**config.mk**
```make
export PLATFORM = sky130hd
export DESIGN_NAME = modbus_rtu_master_frame_engine_flat
export DESIGN_NICKNAME = d
export VERILOG_FILES = /design/src/rtl/mrm_pkg.sv /design/src/rtl/mrm_if.sv /design/src/rtl/mrm_front.sv /design/src/rtl/mrm_queue.sv /design/src/rtl/mrm_back.sv /design/src/rtl/modbus_rtu_master_frame_engine.sv /design/src/flat_wrapper.sv
export SDC_FILE = /design/constraint.sdc
export NUM_CORES = 1
export LEC_CHECK = 0
export ABC_CLOCK_PERIOD_IN_PS = 11750
export BUFFER_PORTS_ARGS = -buffer_cell sky130_fd_sc_hd__buf_2
export CAP_MARGIN = 10
export CORE_UTILIZATION = 59
export DETAILED_ROUTE_END_ITERATION = 7
export GPL_TIMING_DRIVEN = 0
export PLACE_DENSITY = 0.78
export SETUP_SLACK_MARGIN = 0.5
export SLEW_MARGIN = 15
export SYNTH_ARGS = -nofsm -noshare
export SYNTH_HDL_FRONTEND = slang
export SYNTH_HIERARCHICAL = 1
export SYNTH_SLANG_ARGS = --single-unit
```
**constraint.sdc**
```tcl
create_clock -name clk_i -period 11.75 [get_ports clk_i]
set_input_delay 0.5875 -clock clk_i [delete_from_list [all_inputs] [get_ports clk_i]]
set_output_delay 0.5875 -clock clk_i [all_outputs]
set_load 0.05 [all_outputs]
```
**src/rtl/mrm_pkg.sv**
```systemverilog
// shared types and constants for the modbus rtu master frame engine
// no dependencies
package mrm_pkg;

  // input command codes
  localparam logic [1:0] CMD_WRITE     = 2'd0;
  localparam logic [1:0] CMD_READ_IN   = 2'd1;
  localparam logic [1:0] CMD_READ_HOLD = 2'd2;
  localparam logic [1:0] CMD_RX_BYTE   = 2'd3;

  // result kinds
  localparam logic [1:0] KIND_TX     = 2'd0;
  localparam logic [1:0] KIND_WORD   = 2'd1;
  localparam logic [1:0] KIND_STATUS = 2'd2;

  // status codes
  localparam logic [1:0] STAT_OK     = 2'd0;
  localparam logic [1:0] STAT_FORMAT = 2'd1;
  localparam logic [1:0] STAT_CRC    = 2'd2;

  // modbus function codes
  localparam logic [7:0] FN_WRITE     = 8'h06;
  localparam logic [7:0] FN_READ_IN   = 8'h04;
  localparam logic [7:0] FN_READ_HOLD = 8'h03;

  localparam logic [15:0] CRC_INIT = 16'hFFFF;
  localparam logic [15:0] CRC_POLY = 16'hA001;

  // holding register count limit
  localparam logic [6:0] MAX_REGS = 7'd125;

  // request queue between front and back
  localparam int unsigned QDEPTH = 2;
  localparam int unsigned QAW    = $clog2(QDEPTH);

  typedef enum logic [3:0] {
    MODE_IDLE      = 4'b0001,
    MODE_WRITE     = 4'b0010,
    MODE_READ_IN   = 4'b0100,
    MODE_READ_HOLD = 4'b1000
  } mode_e;

  // classified entry handed from front to back
  typedef struct packed {
    logic        is_rx;
    mode_e       mode;
    logic [7:0]  id;
    logic [15:0] addr;
    logic [15:0] operand;
    logic [8:0]  exp_len;
    logic [7:0]  rx_byte;
  } q_entry_t;

endpackage

```
**src/rtl/mrm_if.sv**
```systemverilog
// request and result channel interfaces for the modbus rtu master frame engine
// no dependencies
interface mrm_req_if;
  logic        valid;
  logic        ready;
  logic [1:0]  command;
  logic [7:0]  slave_id;
  logic [15:0] reg_addr;
  logic [15:0] reg_value;
  logic [6:0]  reg_count;
  logic [7:0]  rx_byte;

  modport source (output valid, command, slave_id, reg_addr, reg_value, reg_count, rx_byte,
                  input ready);
  modport sink (input valid, command, slave_id, reg_addr, reg_value, reg_count, rx_byte,
                output ready);
endinterface

interface mrm_res_if;
  logic        valid;
  logic        ready;
  logic [1:0]  kind;
  logic [7:0]  tx_byte;
  logic [15:0] data_word;
  logic [1:0]  status;
  logic        last;

  modport source (output valid, kind, tx_byte, data_word, status, last, input ready);
  modport sink (input valid, kind, tx_byte, data_word, status, last, output ready);
endinterface

```
**src/rtl/mrm_front.sv**
```systemverilog
// front end: accepts input items and classifies them into queue entries
// depends on mrm_pkg and mrm_if
module mrm_front #(
  parameter logic [6:0] MAX_REGS = mrm_pkg::MAX_REGS
) (
  mrm_req_if.sink             req_i,
  input  logic                full_i,
  output logic                push_o,
  output mrm_pkg::q_entry_t   entry_o
);

  logic [6:0] count_sat;

  assign req_i.ready = !full_i;
  assign push_o      = req_i.valid && !full_i;
  assign count_sat   = (req_i.reg_count > MAX_REGS) ? MAX_REGS : req_i.reg_count;

  always_comb begin
    entry_o.is_rx   = 1'b0;
    entry_o.mode    = mrm_pkg::MODE_IDLE;
    entry_o.id      = req_i.slave_id;
    entry_o.addr    = req_i.reg_addr;
    entry_o.operand = 16'h0000;
    entry_o.exp_len = 9'd0;
    entry_o.rx_byte = req_i.rx_byte;
    unique case (req_i.command)
      mrm_pkg::CMD_WRITE: begin
        entry_o.mode    = mrm_pkg::MODE_WRITE;
        entry_o.operand = req_i.reg_value;
        entry_o.exp_len = 9'd8;
      end
      mrm_pkg::CMD_READ_IN: begin
        entry_o.mode    = mrm_pkg::MODE_READ_IN;
        entry_o.operand = 16'h0001;
        entry_o.exp_len = 9'd7;
      end
      mrm_pkg::CMD_READ_HOLD: begin
        entry_o.mode    = mrm_pkg::MODE_READ_HOLD;
        entry_o.operand = {9'd0, count_sat};
        // header, two bytes per register, crc
        entry_o.exp_len = 9'd5 + {1'b0, count_sat, 1'b0};
      end
      mrm_pkg::CMD_RX_BYTE: begin
        entry_o.is_rx = 1'b1;
      end
      default: begin
        entry_o.is_rx = 1'b0;
      end
    endcase
  end

endmodule

```
**src/rtl/mrm_queue.sv**
```systemverilog
// short fifo of classified entries between front and back
// depends on mrm_pkg
module mrm_queue (
  input  logic              clk_i,
  input  logic              rst_ni,
  input  logic              push_i,
  input  mrm_pkg::q_entry_t entry_i,
  output logic              full_o,
  output logic              valid_o,
  output mrm_pkg::q_entry_t entry_o,
  input  logic              pop_i
);

  localparam int unsigned CW = $clog2(mrm_pkg::QDEPTH + 1);

  mrm_pkg::q_entry_t            mem_q [mrm_pkg::QDEPTH];
  logic [mrm_pkg::QAW-1:0]      wr_ptr_q, wr_ptr_d;
  logic [mrm_pkg::QAW-1:0]      rd_ptr_q, rd_ptr_d;
  logic [CW-1:0]                cnt_q, cnt_d;

  assign full_o  = (cnt_q == CW'(mrm_pkg::QDEPTH));
  assign valid_o = (cnt_q != '0);
  assign entry_o = mem_q[rd_ptr_q];

  always_comb begin
    wr_ptr_d = wr_ptr_q;
    rd_ptr_d = rd_ptr_q;
    cnt_d    = cnt_q;
    if (push_i) begin
      wr_ptr_d = (wr_ptr_q == mrm_pkg::QAW'(mrm_pkg::QDEPTH - 1)) ? '0 : wr_ptr_q + 1'b1;
    end
    if (pop_i) begin
      rd_ptr_d = (rd_ptr_q == mrm_pkg::QAW'(mrm_pkg::QDEPTH - 1)) ? '0 : rd_ptr_q + 1'b1;
    end
    if (push_i && !pop_i) begin
      cnt_d = cnt_q + 1'b1;
    end else if (pop_i && !push_i) begin
      cnt_d = cnt_q - 1'b1;
    end
  end

  always_ff @(posedge clk_i or negedge rst_ni) begin
    if (!rst_ni) begin
      wr_ptr_q <= '0;
      rd_ptr_q <= '0;
      cnt_q    <= '0;
    end else begin
      wr_ptr_q <= wr_ptr_d;
      rd_ptr_q <= rd_ptr_d;
      cnt_q    <= cnt_d;
    end
  end

  always_ff @(posedge clk_i) begin
    if (push_i) begin
      mem_q[wr_ptr_q] <= entry_i;
    end
  end

endmodule

```
**src/rtl/mrm_back.sv**
```systemverilog
// back end: sends request frames, checks response bytes, drives the result register
// depends on mrm_pkg and mrm_if
module mrm_back (
  input  logic              clk_i,
  input  logic              rst_ni,
  input  logic              q_valid_i,
  input  mrm_pkg::q_entry_t q_entry_i,
  output logic              q_pop_o,
  mrm_res_if.source         res_o
);

  typedef struct packed {
    logic [1:0]  kind;
    logic [7:0]  tx_byte;
    logic [15:0] data_word;
    logic [1:0]  status;
    logic        last;
  } res_word_t;

  function automatic logic [15:0] crc_upd(input logic [15:0] c, input logic [7:0] b);
    logic [15:0] r;
    r = c ^ {8'h00, b};
    for (int k = 0; k < 8; k++) begin
      r = r[0] ? ((r >> 1) ^ mrm_pkg::CRC_POLY) : (r >> 1);
    end
    return r;
  endfunction

  // control state
  mrm_pkg::mode_e mode_q, mode_d;
  logic           tx_active_q, tx_active_d;
  logic [2:0]     tx_idx_q, tx_idx_d;
  logic [8:0]     rx_idx_q, rx_idx_d;
  logic [8:0]     exp_len_q, exp_len_d;
  logic [15:0]    rx_crc_q, rx_crc_d;
  logic [7:0]     hold_q, hold_d;
  logic [1:0]     err_q, err_d;
  logic           res_valid_q, res_valid_d;

  // request fields, tx_crc ends up as the request crc
  logic [7:0]     id_q, id_d;
  logic [15:0]    addr_q, addr_d;
  logic [15:0]    operand_q, operand_d;
  logic [15:0]    tx_crc_q, tx_crc_d;
  res_word_t      res_q, res_d;

  logic           can_out;
  logic [7:0]     fn_code;
  logic [7:0]     req_bytes [8];
  logic [7:0]     rx_b;
  logic [8:0]     crc_pos;
  logic [7:0]     want_cnt;
  logic [1:0]     err_new;
  logic [8:0]     idx_next;

  assign can_out = !res_valid_q || res_o.ready;
  assign rx_b    = q_entry_i.rx_byte;
  assign crc_pos = exp_len_q - 9'd2;

  always_comb begin
    unique case (mode_q)
      mrm_pkg::MODE_WRITE:     fn_code = mrm_pkg::FN_WRITE;
      mrm_pkg::MODE_READ_IN:   fn_code = mrm_pkg::FN_READ_IN;
      mrm_pkg::MODE_READ_HOLD: fn_code = mrm_pkg::FN_READ_HOLD;
      default:                 fn_code = 8'h00;
    endcase
  end

  assign req_bytes[0] = id_q;
  assign req_bytes[1] = fn_code;
  assign req_bytes[2] = addr_q[15:8];
  assign req_bytes[3] = addr_q[7:0];
  assign req_bytes[4] = operand_q[15:8];
  assign req_bytes[5] = operand_q[7:0];
  assign req_bytes[6] = tx_crc_q[7:0];
  assign req_bytes[7] = tx_crc_q[15:8];

  assign want_cnt = (mode_q == mrm_pkg::MODE_READ_IN) ? 8'd2 : {operand_q[6:0], 1'b0};

  always_comb begin
    mode_d      = mode_q;
    tx_active_d = tx_active_q;
    tx_idx_d    = tx_idx_q;
    rx_idx_d    = rx_idx_q;
    exp_len_d   = exp_len_q;
    rx_crc_d    = rx_crc_q;
    hold_d      = hold_q;
    err_d       = err_q;
    id_d        = id_q;
    addr_d      = addr_q;
    operand_d   = operand_q;
    tx_crc_d    = tx_crc_q;
    res_d       = res_q;
    res_valid_d = res_valid_q && !res_o.ready;
    q_pop_o     = 1'b0;
    err_new     = 2'b00;
    idx_next    = rx_idx_q + 9'd1;

    if (tx_active_q) begin
      if (can_out) begin
        res_valid_d = 1'b1;
        res_d       = '{kind: mrm_pkg::KIND_TX, tx_byte: req_bytes[tx_idx_q], data_word: 16'h0,
                        status: mrm_pkg::STAT_OK, last: (tx_idx_q == 3'd7)};
        if (tx_idx_q < 3'd6) begin
          tx_crc_d = crc_upd(tx_crc_q, req_bytes[tx_idx_q]);
        end
        tx_idx_d = tx_idx_q + 3'd1;
        if (tx_idx_q == 3'd7) begin
          tx_active_d = 1'b0;
        end
      end
    end else if (q_valid_i && can_out) begin
      q_pop_o = 1'b1;
      if (!q_entry_i.is_rx) begin
        // new request drops any pending exchange; first frame byte goes out now
        mode_d      = q_entry_i.mode;
        id_d        = q_entry_i.id;
        addr_d      = q_entry_i.addr;
        operand_d   = q_entry_i.operand;
        exp_len_d   = q_entry_i.exp_len;
        tx_crc_d    = crc_upd(mrm_pkg::CRC_INIT, q_entry_i.id);
        tx_idx_d    = 3'd1;
        tx_active_d = 1'b1;
        rx_idx_d    = 9'd0;
        rx_crc_d    = mrm_pkg::CRC_INIT;
        hold_d      = 8'h00;
        err_d       = 2'b00;
        res_valid_d = 1'b1;
        res_d       = '{kind: mrm_pkg::KIND_TX, tx_byte: q_entry_i.id, data_word: 16'h0,
                        status: mrm_pkg::STAT_OK, last: 1'b0};
      end else if (mode_q != mrm_pkg::MODE_IDLE) begin
        if (mode_q == mrm_pkg::MODE_WRITE) begin
          // echo check, crc bytes included
          if (rx_b != req_bytes[rx_idx_q[2:0]]) begin
            err_new[0] = 1'b1;
          end
        end else begin
          priority if (rx_idx_q == 9'd0) begin
            err_new[0] = (rx_b != id_q);
          end else if (rx_idx_q == 9'd1) begin
            err_new[0] = (rx_b != fn_code);
          end else if (rx_idx_q == 9'd2) begin
            err_new[0] = (rx_b != want_cnt);
          end else if (rx_idx_q < crc_pos) begin
            if (rx_idx_q[0]) begin
              hold_d = rx_b;
            end else if (!err_q[0]) begin
              res_valid_d = 1'b1;
              res_d       = '{kind: mrm_pkg::KIND_WORD, tx_byte: 8'h00,
                              data_word: {hold_q, rx_b}, status: mrm_pkg::STAT_OK,
                              last: 1'b0};
            end
          end else begin
            err_new[0] = 1'b0;
          end
          priority if (rx_idx_q < crc_pos) begin
            rx_crc_d = crc_upd(rx_crc_q, rx_b);
          end else if (rx_idx_q == crc_pos) begin
            err_new[1] = (rx_b != rx_crc_q[7:0]);
          end else begin
            err_new[1] = (rx_b != rx_crc_q[15:8]);
          end
        end
        err_d    = err_q | err_new;
        rx_idx_d = idx_next;
        if (idx_next >= exp_len_q) begin
          res_valid_d = 1'b1;
          res_d       = '{kind: mrm_pkg::KIND_STATUS, tx_byte: 8'h00, data_word: 16'h0,
                          status: err_d[0] ? mrm_pkg::STAT_FORMAT
                                : (err_d[1] ? mrm_pkg::STAT_CRC : mrm_pkg::STAT_OK),
                          last: 1'b1};
          mode_d   = mrm_pkg::MODE_IDLE;
          rx_idx_d = 9'd0;
          rx_crc_d = mrm_pkg::CRC_INIT;
          hold_d   = 8'h00;
          err_d    = 2'b00;
        end
      end
    end
  end

  always_ff @(posedge clk_i or negedge rst_ni) begin
    if (!rst_ni) begin
      mode_q      <= mrm_pkg::MODE_IDLE;
      tx_active_q <= 1'b0;
      tx_idx_q    <= 3'd0;
      rx_idx_q    <= 9'd0;
      exp_len_q   <= 9'd0;
      rx_crc_q    <= mrm_pkg::CRC_INIT;
      hold_q      <= 8'h00;
      err_q       <= 2'b00;
      res_valid_q <= 1'b0;
    end else begin
      mode_q      <= mode_d;
      tx_active_q <= tx_active_d;
      tx_idx_q    <= tx_idx_d;
      rx_idx_q    <= rx_idx_d;
      exp_len_q   <= exp_len_d;
      rx_crc_q    <= rx_crc_d;
      hold_q      <= hold_d;
      err_q       <= err_d;
      res_valid_q <= res_valid_d;
    end
  end

  always_ff @(posedge clk_i) begin
    id_q      <= id_d;
    addr_q    <= addr_d;
    operand_q <= operand_d;
    tx_crc_q  <= tx_crc_d;
    res_q     <= res_d;
  end

  assign res_o.valid     = res_valid_q;
  assign res_o.kind      = res_q.kind;
  assign res_o.tx_byte   = res_q.tx_byte;
  assign res_o.data_word = res_q.data_word;
  assign res_o.status    = res_q.status;
  assign res_o.last      = res_q.last;

  a_status_is_last: assert property (@(posedge clk_i) disable iff (!rst_ni)
    (res_valid_q && res_q.kind == mrm_pkg::KIND_STATUS) |-> res_q.last)
    else $error("status result without last");

  a_tx_needs_mode: assert property (@(posedge clk_i) disable iff (!rst_ni)
    tx_active_q |-> (mode_q != mrm_pkg::MODE_IDLE))
    else $error("frame transmit while idle");

  a_status_goes_idle: assert property (@(posedge clk_i) disable iff (!rst_ni)
    (can_out && res_valid_d && res_d.kind == mrm_pkg::KIND_STATUS)
      |=> (mode_q == mrm_pkg::MODE_IDLE && !tx_active_q))
    else $error("engine not idle after status");

  a_rx_index_in_range: assert property (@(posedge clk_i) disable iff (!rst_ni)
    (mode_q != mrm_pkg::MODE_IDLE) |-> (rx_idx_q < exp_len_q))
    else $error("response index beyond expected length");

endmodule

```
**src/rtl/modbus_rtu_master_frame_engine.sv**
```systemverilog
// modbus rtu master frame engine: front classifier, request queue and back sequencer
// depends on mrm_pkg, mrm_if, mrm_front, mrm_queue and mrm_back
//
// req_i carries commands: write register, read input register, read holding
// registers (each builds an 8-byte request frame with crc-16, low byte first)
// and received response bytes. res_o returns transmit bytes, big-endian data
// words and one final status (ok, format error, crc error); last marks the status and the final transmit byte.
// A request yields eight transmit results from the back sequencer; a response
// byte yields at most one result. An accepted item is written into the queue
// and then into the result register before its first result is offered on res_o.
// The back sequencer's one-item-per-cycle step sets the rate: one result per
// cycle while res_o is ready; the two-entry queue takes up to two further
// requests while a frame is being sent or the result register waits.
// Received bytes while no exchange is open are dropped; a new request drops
// an open exchange. When res_o stalls the result register holds and the
// queue fills, then req_i.ready falls.
// Reset is asynchronous and active low; it empties the queue and returns the
// engine to idle with no result pending.
module modbus_rtu_master_frame_engine #(
  parameter logic [6:0] MAX_REGS = mrm_pkg::MAX_REGS
) (
  input  logic      clk_i,
  input  logic      rst_ni,
  mrm_req_if.sink   req_i,
  mrm_res_if.source res_o
);

  logic              push;
  logic              full;
  logic              q_valid;
  logic              q_pop;
  mrm_pkg::q_entry_t push_entry;
  mrm_pkg::q_entry_t q_entry;

  mrm_front #(
    .MAX_REGS (MAX_REGS)
  ) u_front (
    .req_i   (req_i),
    .full_i  (full),
    .push_o  (push),
    .entry_o (push_entry)
  );

  mrm_queue u_queue (
    .clk_i   (clk_i),
    .rst_ni  (rst_ni),
    .push_i  (push),
    .entry_i (push_entry),
    .full_o  (full),
    .valid_o (q_valid),
    .entry_o (q_entry),
    .pop_i   (q_pop)
  );

  mrm_back u_back (
    .clk_i     (clk_i),
    .rst_ni    (rst_ni),
    .q_valid_i (q_valid),
    .q_entry_i (q_entry),
    .q_pop_o   (q_pop),
    .res_o     (res_o)
  );

endmodule

```
**src/flat_wrapper.sv**
```systemverilog
// flat-port wrapper written by rule: the top's interface ports become plain ports
module modbus_rtu_master_frame_engine_flat 
#(
  parameter logic [6:0] MAX_REGS = mrm_pkg::MAX_REGS
)
  (clk_i, rst_ni, req_i_valid, req_i_command, req_i_slave_id, req_i_reg_addr, req_i_reg_value, req_i_reg_count, req_i_rx_byte, req_i_ready, res_o_valid, res_o_kind, res_o_tx_byte, res_o_data_word, res_o_status, res_o_last, res_o_ready);
  mrm_req_if req_i_i ();
  mrm_res_if res_o_i ();
  input  logic clk_i;
  input  logic rst_ni;
  input wire logic [$bits(req_i_i.valid)-1:0] req_i_valid;
  input wire logic [$bits(req_i_i.command)-1:0] req_i_command;
  input wire logic [$bits(req_i_i.slave_id)-1:0] req_i_slave_id;
  input wire logic [$bits(req_i_i.reg_addr)-1:0] req_i_reg_addr;
  input wire logic [$bits(req_i_i.reg_value)-1:0] req_i_reg_value;
  input wire logic [$bits(req_i_i.reg_count)-1:0] req_i_reg_count;
  input wire logic [$bits(req_i_i.rx_byte)-1:0] req_i_rx_byte;
  output wire logic [$bits(req_i_i.ready)-1:0] req_i_ready;
  output wire logic [$bits(res_o_i.valid)-1:0] res_o_valid;
  output wire logic [$bits(res_o_i.kind)-1:0] res_o_kind;
  output wire logic [$bits(res_o_i.tx_byte)-1:0] res_o_tx_byte;
  output wire logic [$bits(res_o_i.data_word)-1:0] res_o_data_word;
  output wire logic [$bits(res_o_i.status)-1:0] res_o_status;
  output wire logic [$bits(res_o_i.last)-1:0] res_o_last;
  input wire logic [$bits(res_o_i.ready)-1:0] res_o_ready;
  assign req_i_i.valid = req_i_valid;
  assign req_i_i.command = req_i_command;
  assign req_i_i.slave_id = req_i_slave_id;
  assign req_i_i.reg_addr = req_i_reg_addr;
  assign req_i_i.reg_value = req_i_reg_value;
  assign req_i_i.reg_count = req_i_reg_count;
  assign req_i_i.rx_byte = req_i_rx_byte;
  assign req_i_ready = req_i_i.ready;
  assign res_o_valid = res_o_i.valid;
  assign res_o_kind = res_o_i.kind;
  assign res_o_tx_byte = res_o_i.tx_byte;
  assign res_o_data_word = res_o_i.data_word;
  assign res_o_status = res_o_i.status;
  assign res_o_last = res_o_i.last;
  assign res_o_i.ready = res_o_ready;
  modbus_rtu_master_frame_engine #(.MAX_REGS(MAX_REGS)) u_core (.clk_i(clk_i), .rst_ni(rst_ni), .req_i(req_i_i), .res_o(res_o_i));
endmodule
```
Word-level counts from Yosys, hierarchy flattened. Memory sizes are Yosys's and may differ from the RTL's. Cells that the tools add are included.

Register bits: 142. Bits in writable memories: 124. Input port bits: 61. Output and inout port bits: 31. Logic and storage cells: 254. Memories: 1.

Add/subtract/negate cells: 8. Order comparisons: 6. Eq/ne operators: 37. Multiplexer cells: 125. Bitwise gates (word level): 32. Reduce and logical (&&, ||, !) cells: 24.

Memory list: u_core.u_queue.mem_q (words 2, width 62, read ports 1, clocked after memory_dff 0, wr ports 1, line mrm_queue.sv:16) `mrm_pkg::q_entry_t mem_q [mrm_pkg::QDEPTH];`.

Operator list (count): $mux 16 (34); $mux 29 (13); $mux 8 (14); $pmux 25 s3 (1); $not 2->3 (24); $bmux 8 s3 (2); $mux 1 (41); $ne 8x8->1 (5); $xor 16x8->16 (2); $mux 9 (3); $ne 4x3->1 const B (6); $not 8->16 (1); $mux 2 (7); $mux 3 (4); $mux 4 (3); $ne 3x2->1 const B (4); $pmux 4 s3 (1); $ne 2x1->1 const B (5); $reduce_and 10->1 (1); $add 3x8->9 const A (1); $add 9x1->9 const B (1); $eq 9x1->1 const B (1); $eq 9x2->1 const B (1); $eq 9x9->1 (1); other kinds (34) (56).

Longest topological paths before layout. Gate-level depths: netlist of the first run.

Depth after elaboration: 25. Depth in mapped cells: 16. Depth with buffers taken out: 14.

By module. The synthesis of the first run kept the hierarchy.

By module, submodules not included: mrm_back (times used 1, cells an instance 727, area an instance 8190.4 um2, sequential area each 3900.0 um2); mrm_queue (times used 1, cells an instance 209, area an instance 4963.5 um2, sequential area each 3823.7 um2); mrm_front (times used 1, cells an instance 97, area an instance 666.9 um2, sequential area each 0.0 um2).

Worst setup path after synthesis of the first run. OpenSTA, ideal clock, no wires.

Kind: input port to flip-flop. Start: input port req_i_valid. End: memory u_core/u_queue/mem_q[0][0] in the netlist's numbering, enable pin. Library setup time: 0.490 ns. Data arrival time: 3.621 ns. Data required time: 11.260 ns. Setup slack: 7.640 ns. Stages: 2. Buffers on the path: 0. Cells stage by stage: nor2b_1 nor2b_1.

Cells in the longest elaborated chain, start to end: 3.

RTL lines: from (decl) (line flat_wrapper.sv:11) `input wire logic [$bits(req_i_i.valid)-1:0] req_i_valid;`; $logic_and 1x1->1 (line mrm_front.sv:15) `assign push_o = req_i.valid && !full_i;`; $mux 1 (line mrm_queue.sv:55) `if (push_i) begin`; $mux 1 (implied by the code) (line mrm_queue.sv:56) `mem_q[wr_ptr_q] <= entry_i;`; to (decl) (line mrm_queue.sv:16).

No other way between the ends.

Worst setup path in the final report of the first run.
Start: register u_core.u_back.rx_idx_q[0]. End: register u_core.u_back.res_q, in the netlist u_core/u_back/res_o.data_word[9] (data pin).

Cells in the longest elaborated chain, start to end: 7.

RTL lines: from (decl) (line mrm_back.sv:33) `logic [8:0] rx_idx_q, rx_idx_d;`; from (signal assigned) (line mrm_back.sv:197) `rx_idx_q <= rx_idx_d;`; $add 9x1->9 (line mrm_back.sv:97) `idx_next = rx_idx_q + 9'd1;`; $ge 9x9->1 (line mrm_back.sv:166) `if (idx_next >= exp_len_q) begin`; $mux 29 (line mrm_back.sv:166); $mux 29 (line mrm_back.sv:131) `end else if (mode_q != mrm_pkg::MODE_IDLE) begin`; $mux 29 (line mrm_back.sv:114) `if (!q_entry_i.is_rx) begin`; $mux 29 (line mrm_back.sv:112) `end else if (q_valid_i && can_out) begin`; $mux 29 (line mrm_back.sv:99) `if (tx_active_q) begin`; to (signal assigned) (line mrm_back.sv:211) `res_q <= res_d;`; to (decl) (line mrm_back.sv:45) `res_word_t res_q, res_d;`.

No other way between the ends. The select of a mux whose other input is x is not followed. A chain may end at the register's enable or synchronous reset.

==> flow_summary_export.csv, run 1 <==
group,metric,value,unit
run_status,status,"finished, final reports clean",
synth,syn_avg_cell_area,13.38,µm²
drt,vias,8558,
floorplanning,design.core.area,0.02278,mm²
timing,slew_violations,0,
drt,viasPerCell,5.862,
drt,avgRoutedWirePerCell,20.48,µm
grt,grt_first_pass_wirelength,46440,µm
grt,antenna_found_initial,0,
placement,gp_congestion,0.9343,
clock_network,clock_latency,560,ps
floorplanning,die-height,155.1,µm
timing,period_minus_slack,4561,ps
placement,dpl_cell_area,0.01465,mm²
synth,postSynthCellCount,1033,
critical_path,path_cells,"buf_2 -> buf_4 -> buf_1 -> nand2_1 -> nor2_1 -> nand3_1 -> xnor2_1 -> ha_1 -> or4_1 -> o22ai_1 -> nand2_1 -> nor2_1 -> clkbuf_1 -> and2_1",
floorplanning,die_x,155.1,µm
placement,pre_cts_ws,6877,ps
clock_network,clock-sinks,266,
finish,area_growth,12.77,%
finish,regArea,0.007724,mm²
placement,hpwlAfterDp,21380,µm
critical_path,cpPeakStageDelay,500,ps
drt,drt_iter0_drc,673,
synth,synthArstFlopShare,0.2143,
power,leakage,0.006105,µW
floorplanning,initial_core_util,0.6068,
floorplanning,pin_count,92,
timing,finalSetupViolations,0,
drt,totalWireLength,29910,µm
critical_path,crit_fanout,10,
finish,insertedDiodeCount,0,
critical_path,startpoint_type,"flop",
drt,drc_errors,0,
critical_path,cp_slowest_cell,"buf_1",
timing,tns,0,ps
clock_network,clock_path_buffers,3,
timing,holdWs,93.59,ps
finish,fin_nets,1219,
finish,drive_above_1_share,0.2668,
critical_path,cp.required,12170,ps
job,cap_violations,0,
clock_network,htreeDepth,1,
drt,drt_first_pass_iters,5,
clock_network,root_buffer,"clkbuf_16",
grt,grt_use_total,0.2541,
floorplanning,core.rowCount,55,
synth,synth_cell_types,83,
critical_path,cp-end-kind,"flop",
timing,finalHoldViolCount,0,
power,powerDensity,311.9,mW/mm²
critical_path,critical-path-top-delay-family,"simple AND/OR/NAND/NOR gates",
critical_path,critPathBufInv,4,
grt,grt_pass1_vias,8381,
timing,timing.final.crit_share,0.3882,
placement,port_buffers,59,
clock_network,cts-resized-gates,0,
clock_network,cts_setup_buffers,0,
finish,multi_input_area,0.005349,mm²
timing,finClkSkew,15.32,ps
drt,antenna_left,0,
floorplanning,fp.dieArea,0.02404,mm²
finish,final_area,0.01559,mm²
synth,synth_ff_type,"edfxtp_1",
timing,setup_ws,7189,ps
clock_network,cts_tree,"yes",
timing,max_clock_freq,0.2192,GHz
min_path,hp-class,"in -> async",
synth,synth_seq_cells,266,
power,ir_drop,0.1544,mV
clock_network,cts_inserted_buffers,27,
clock_network,clkTransAtPathRegs,60,ps
critical_path,crit_type,"reg -> reg",
finish,num-fill-cells,1572,
synth,ys_seq_area_frac,0.5588,
critical_path,crit_arrival,4980,ps
timing,tightest_slew,812.5,ps
clock_network,hold_buffers,0,
timing,rsz0062_at_grt,"no",
grt,grt_max_degree,58,
timing,slew-limit-headroom,0.4583,
synth,syn-num-nets,1126,
grt,gr-total-overflow,0,
synth,synth_enable_flop_cells,209,
synth,syn_area,0.01382,mm²
synth,synth_warnings,6,
Yosys cell counts, types with 10 or more instances:
| library cell | instances | share of area |
|---|---|---|
| o21ai_0 | 43 | 0.016 |
| edfxtp_1 | 209 | 0.45 |
| nor2_1 | 45 | 0.012 |
| xnor2_1 | 60 | 0.038 |
| buf_2 | 10 | 0.0036 |
| mux4_2 | 16 | 0.026 |
| nor3_1 | 21 | 0.0076 |
| nand2_1 | 68 | 0.018 |
| nand2b_1 | 14 | 0.0063 |
| dfrtp_1 | 40 | 0.072 |
| buf_4 | 36 | 0.020 |
| clkbuf_1 | 22 | 0.0060 |
| a22o_1 | 12 | 0.0076 |
| inv_1 | 34 | 0.0092 |
| dfstp_2 | 17 | 0.032 |
| mux2i_1 | 23 | 0.017 |
| and2_1 | 26 | 0.012 |
| o21a_1 | 10 | 0.0054 |
| nand3_1 | 19 | 0.0069 |
| a21oi_1 | 34 | 0.012 |
| mux2_4 | 59 | 0.064 |
| xor2_1 | 37 | 0.023 |
| ha_1 | 32 | 0.029 |
report_power, final:
group	leakage, µW	internal, µW	switching [µW]
Combinational	0.00297	1040	1330
Clock	0.000463	549	356
Sequential	0.00267	1420	163
cell usage in the layout (no fill, tap or decap), types with 6 or more instances in the layout:
cell type / instances
a21oi_1: 34
dfrtp_1: 40
nand2b_1: 14
and2_1: 25
a31oi_1: 6
nor2b_1: 7
nor2_1: 45
clkbuf_16: 27
mux2i_1: 23
buf_4: 37
xnor2_2: 6
a22o_1: 12
xor2_1: 37
mux2_2: 6
clkbuf_1: 27
inv_1: 34
edfxtp_1: 209
xnor2_1: 60
ha_1: 32
buf_12: 8
o21a_1: 9
o21ai_0: 43
nand4_1: 8
mux4_2: 16
dfstp_2: 17
nor3_1: 21
mux2_4: 59
nand2_1: 68
a22oi_1: 7
o211ai_1: 7
buf_2: 68
nand3_1: 19
final timing paths:
check                                                      start                                              to  slack (ps)  cells after the start
max reg2reg                u_core/u_back/rx_idx_q[0]$_DFFE_PN0P_  u_core/u_back/res_o.data_word[9]$_SDFFCE_PP0P_        7190                     14
min reg2reg                u_core/u_back/rx_crc_q[0]$_DFFE_PN1P_           u_core/u_back/rx_crc_q[0]$_DFFE_PN1P_         470                      2
min                                                       rst_ni              u_core/u_back/err_q[1]$_DFFE_PN0P_          90                      1
min in group clk_i                             req_i_slave_id[3]           u_core/u_queue/mem_q[1][52]$_DFFE_PP_         210                      1
max                        u_core/u_back/rx_idx_q[0]$_DFFE_PN0P_  u_core/u_back/res_o.data_word[9]$_SDFFCE_PP0P_        7190                     14
max in group asynchronous                                 rst_ni          u_core/u_back/exp_len_q[2]$_DFFE_PN0P_       11180                      1
worst reg2reg max path, cell delays in order (launching register included):
cell	delay [ps]
dfrtp_1	450
buf_2	280
buf_4	260
buf_1	500
nand2_1	160
nor2_1	250
nand3_1	130
xnor2_1	170
ha_1	200
or4_1	490
o22ai_1	390
nand2_1	250
nor2_1	380
clkbuf_1	310
and2_1	180
per-layer routing:
layer,wire length [µm],vias to the layer above,track usage
li1,-,3937,-
met4,943,0,0.08628
met2,13740,387,0.4110
met5,0,-,0
met1,12960,4169,0.3517
met3,2259,65,0.04123
through the flow:
step,std cells,total power (µW),utilization
6_report,1460,4862,0.6843
4_1_cts,1460,4855,0.6842
3_3_place_gp,1405,3855,0.6369
3_5_place_dp,1410,3932,0.6430
5_1_grt,1460,5100,0.6843
2_1_floorplan,1033,3409,-
layout make-up:
type / count / share of cell area
plain buffers: 87 / 0.04054
repair buffers: 64 / 0.02665
well taps: 313 / 0.02513
inverters: 36 / 0.008670
clock buffers: 36 / 0.04704
multi-input cells: 644 / 0.3432
flip-flops and latches: 266 / 0.4955
clock inverters: 14 / 0.01325
registers in the layout, summed over array words and instances, names as in the netlist, 3 cells and up:
register and cells:
u_core/u_back/addr_q 16, u_core/u_back/exp_len_q 9, u_core/u_back/hold_q 8, u_core/u_back/id_q 8
u_core/u_back/mode_q 4, u_core/u_back/operand_q 16, u_core/u_back/res_o.data_word 16, u_core/u_back/res_o.tx_byte 8
u_core/u_back/rx_crc_q 16, u_core/u_back/rx_idx_q 9, u_core/u_back/tx_crc_q 16, u_core/u_back/tx_idx_q 3
u_core/u_queue/mem_q 124
cell families (layout without fill, tap and decap cells):
group                      after synthesis  in the layout  synth area share
DFF                                    266            266            0.5588
muxes                                  105            105            0.1133
and+or+nand+nor                        235            235           0.08845
buffers and inverters                  123            237           0.05540
adders and majority gates               32             32           0.02897
AOI/OAI and AO/OA                      167            167           0.08329
xor gates and xnor gates               105            105           0.07170
Power figures use the tool's default switching activity.
==> run 2, diff against run 1 <==
--- a/config.mk
+++ b/config.mk
@@ -5,7 +5,8 @@
 export SDC_FILE = /design/constraint.sdc
 export NUM_CORES = 1
 export LEC_CHECK = 0
-export ABC_CLOCK_PERIOD_IN_PS = 11750
+export ABC_AREA = 1
+export ABC_CLOCK_PERIOD_IN_PS = 4700
 export BUFFER_PORTS_ARGS = -buffer_cell sky130_fd_sc_hd__buf_2
 export CAP_MARGIN = 10
 export CORE_UTILIZATION = 59
==> constraint.sdc (replaced) <==
create_clock -name clk_i -period 4.7 [get_ports clk_i]
set_input_delay 0.235 -clock clk_i [delete_from_list [all_inputs] [get_ports clk_i]]
set_output_delay 0.235 -clock clk_i [all_outputs]
set_load 0.05 [all_outputs]
==> flow_summary_export.csv, run 2 <==
group,metric,value,unit
critical_path,crit_arrival,4470,ps
grt,grt_first_pass_wirelength,54250,µm
synth,synth_enable_flop_cells,209,
grt,grt_pass1_vias,9795,
power,ir_drop,0.5483,mV
min_path,hold_depth,4,
floorplanning,pin_count,92,
placement,gp_congestion,0.9975,
grt,use_met1,0.3965,
clock_network,cts_tree,"yes",
synth,netlist.area_leader.share,0.4481,
grt,use_met2,0.4940,
critical_path,cp-end-kind,"flop",
timing,setup_ws,724.1,ps
floorplanning,initial_core_util,0.5984,
clock_network,cts_inserted_buffers,27,
grt,grt_max_degree,62,
finish,num-fill-cells,1722,
finish,largest_reg_flops,124,
floorplanning,core.rowCount,56,
clock_network,clock_path_buffers,3,
critical_path,cpPeakStageDelay,410,ps
synth,synth_cell_types,52,
drt,vias,10070,
power,pwr-share-clk,0.171,
synth,syn_avg_cell_area,10.77,µm²
clock_network,root_buffer,"clkbuf_16",
power,p_switching,5276,µW
timing,finalSetupViolations,0,
timing,tightest_slew,769.0,ps
drt,drt_first_pass_iters,6,
power,internal-power,6956,µW
critical_path,startpoint_type,"flop",
placement,pre_cts_ws,406.4,ps
drt,avgRoutedWirePerCell,19.76,µm
power,switching_share,0.4313,
synth,syn-num-nets,1393,
floorplanning,die-height,156.1,µm
clock_network,htreeDepth,1,
synth,synth_warnings,6,
critical_path,cp.required,5190,ps
synth,synthArstFlopShare,0.2143,
synth,synthTopCellsByCount,"nand2_1, edfxtp_1, inv_1",
clock_network,clkTransAtPathRegs,60,ps
timing,finalHoldViolCount,0,
timing,tns,0,ps
critical_path,path_cells,"buf_4 -> inv_1 -> buf_2 -> nor3_2 -> nand3_1 -> nor2_1 -> nand2_1 -> xor2_1 -> inv_1 -> ha_1 -> nand2_1 -> o21a_1 -> nand4_1 -> nor2_4 -> nand2_1 -> nor3_4 -> nand3_1 -> o21ai_1 -> inv_1",
critical_path,crit_type,"reg -> reg",
drt,drc_errors,0,
finish,drive_above_1_share,0.2275,
synth,post-synth-top-count-cell,"nand2_1",
power,leakage,0.007022,µW
finish,insertedDiodeCount,0,
synth,ys_seq_area_frac,0.5515,
timing,timing.final.crit_share,0.8459,
floorplanning,die_x,156.1,µm
critical_path,cp_slowest_cell,"dfrtp_1",
clock_network,clock-sinks,266,
grt,grt_use_total,0.2966,
synth,synth_area_leaders,"edfxtp_1, dfrtp_1, mux2_4",
floorplanning,design.core.area,0.02340,mm²
placement,port_buffers,59,
placement,hpwlAfterDp,24400,µm
finish,layout_commonest_cell,"nand2_1",
drt,totalWireLength,35230,µm
critical_path,crit_fanout,11,
finish,fin_nets,1536,
power,seq_power_share,0.319,
critical_path,rr_worst_depth,19,
timing,slew_violations,0,
timing,slew-limit-headroom,0.4873,
timing,max_clock_freq,0.2515,GHz
synth,synth_seq_cells,266,
finish,layout_common_cells,"nand2_1, edfxtp_1, inv_1",
grt,gr-total-overflow,0,
clock_network,clock_latency,560,ps
drt,drt_iter0_drc,959,
run_status,status,"finished, final reports clean",
synth,synth_largest_area_cell,"edfxtp_1",
timing,finClkSkew,20.12,ps
floorplanning,fp.dieArea,0.02436,mm²
grt,grtUsageMet3,0.04722,
power,powerDensity,753.8,mW/mm²
drt,viasPerCell,5.645,
synth,synth_ff_type,"edfxtp_1",
power,combPwrFrac,0.510,
grt,antenna_found_initial,1,
finish,area_growth,15.88,%
synth,syn_area,0.01400,mm²
job,cap_violations,0,
drt,antenna_left,0,
synth,postSynthCellCount,1300,
min_path,hp-class,"in -> reg",
timing,period_minus_slack,3976,ps
timing,rsz0062_at_grt,"yes",
finish,top_register,"u_core/u_queue/mem_q",
grt,gr-max-usage-layer,"met2",
## run 2: cell count changes after synthesis, sizes merged, moves of 10 or more
cell / previous run / this run
nand2: 69 / 251
inv: 36 / 146
nand3: 19 / 89
xnor2: 67 / 24
o21ai: 46 / 84
nor2: 46 / 74
and2: 27 / 0
mux2i: 24 / 1
a21oi: 36 / 58
mux4: 16 / 0
clkbuf: 24 / 10
nand2b: 14 / 0
a22o: 12 / 2
o21a: 11 / 1
## run 2: logic make-up after synthesis
family / synth area share
AO/OA/AOI/OAI: 0.07710
XOR/XNOR: 0.04333
adder cells (fa/ha/maj): 0.02859
buffers and inverters: 0.08398
flip-flops: 0.5515
multiplexers: 0.06638
AND/OR/NAND/NOR: 0.1491
## run 2: metal layers
metal | wire, µm | share of wire
met1 | 14600 | 0.41
met3 | 2694 | 0.076
met5 | 13 | 0.00037
met4 | 1034 | 0.029
met2 | 16890 | 0.48
## run 2: worst max-delay path: cells and delay by family (launching register included)
family	cells	cell delay, ps
fa+ha+maj	1	290
flops	1	410
xor+xnor	1	210
compound gates	2	240
buf+inv	5	680
simple gates	10	2050
## run 2: per-stage QoR
stage	instance area [µm²]	total power, µW	instances	utilization	hold slack, ps
final	16230	12230	1783	0.6934	29.70
after detailed placement	14830	9880	1683	0.6337	356.7
after global routing	16230	12910	1783	0.6934	33.43
after floorplan	14010	8356	1300	-	-60.59
after CTS	16140	12070	1776	0.6895	11.13
after global placement	14700	9657	1678	0.6283	420.2
## run 2: layout make-up
class | instances | area [µm²] | area share
well taps | 319 | 399.1 | 0.02460
clock inverters | 19 | 148.9 | 0.009175
repair buffers | 113 | 894.6 | 0.05513
multi-input cells | 811 | 5156 | 0.3177
plain buffers | 77 | 626.9 | 0.03863
flip-flops and latches | 266 | 7724 | 0.4759
inverters | 147 | 556.8 | 0.03431
clock buffers | 31 | 721.9 | 0.04449
## run 2: worst paths after layout
check	from	to	slack [ps]
worst max register to register	u_core/u_back/rx_idx_q[1]$_DFFE_PN0P_	u_core/u_back/rx_crc_q[0]$_DFFE_PN1P_	720
worst min register to register	u_core/u_back/hold_q[1]$_DFFE_PN0P_	u_core/u_back/hold_q[1]$_DFFE_PN0P_	490
worst max-delay path	u_core/u_back/rx_idx_q[1]$_DFFE_PN0P_	u_core/u_back/rx_crc_q[0]$_DFFE_PN1P_	720
worst min-delay path	res_o_ready	u_core/u_back/res_o.valid$_DFF_PN0_	30
max in group asynchronous	rst_ni	u_core/u_back/tx_idx_q[0]$_DFFE_PN0P_	3880
min in group asynchronous	rst_ni	u_core/u_back/exp_len_q[8]$_DFFE_PN0P_	280
## run 2: what timing repair did
action / CTS / global route
pin swaps: 1 / 4
setup buffers: 0 / 7
setup endpoints to repair: 30 / 57
resized for setup: 1 / 8
gates cloned: 1 / 0
hold endpoints to repair: 122 / 0
hold buffers: 42 / 0
## run 2: power groups by stage
stage / clock (µW) / sequential, µW / combinational, µW
2_1_floorplan: 0 / 4280 / 4080
3_3_place_gp: 0 / 3940 / 5720
3_5_place_dp: 0 / 3930 / 5950
4_1_cts: 2120 / 3890 / 6060
5_1_grt: 2210 / 3960 / 6730
6_report: 2090 / 3900 / 6240
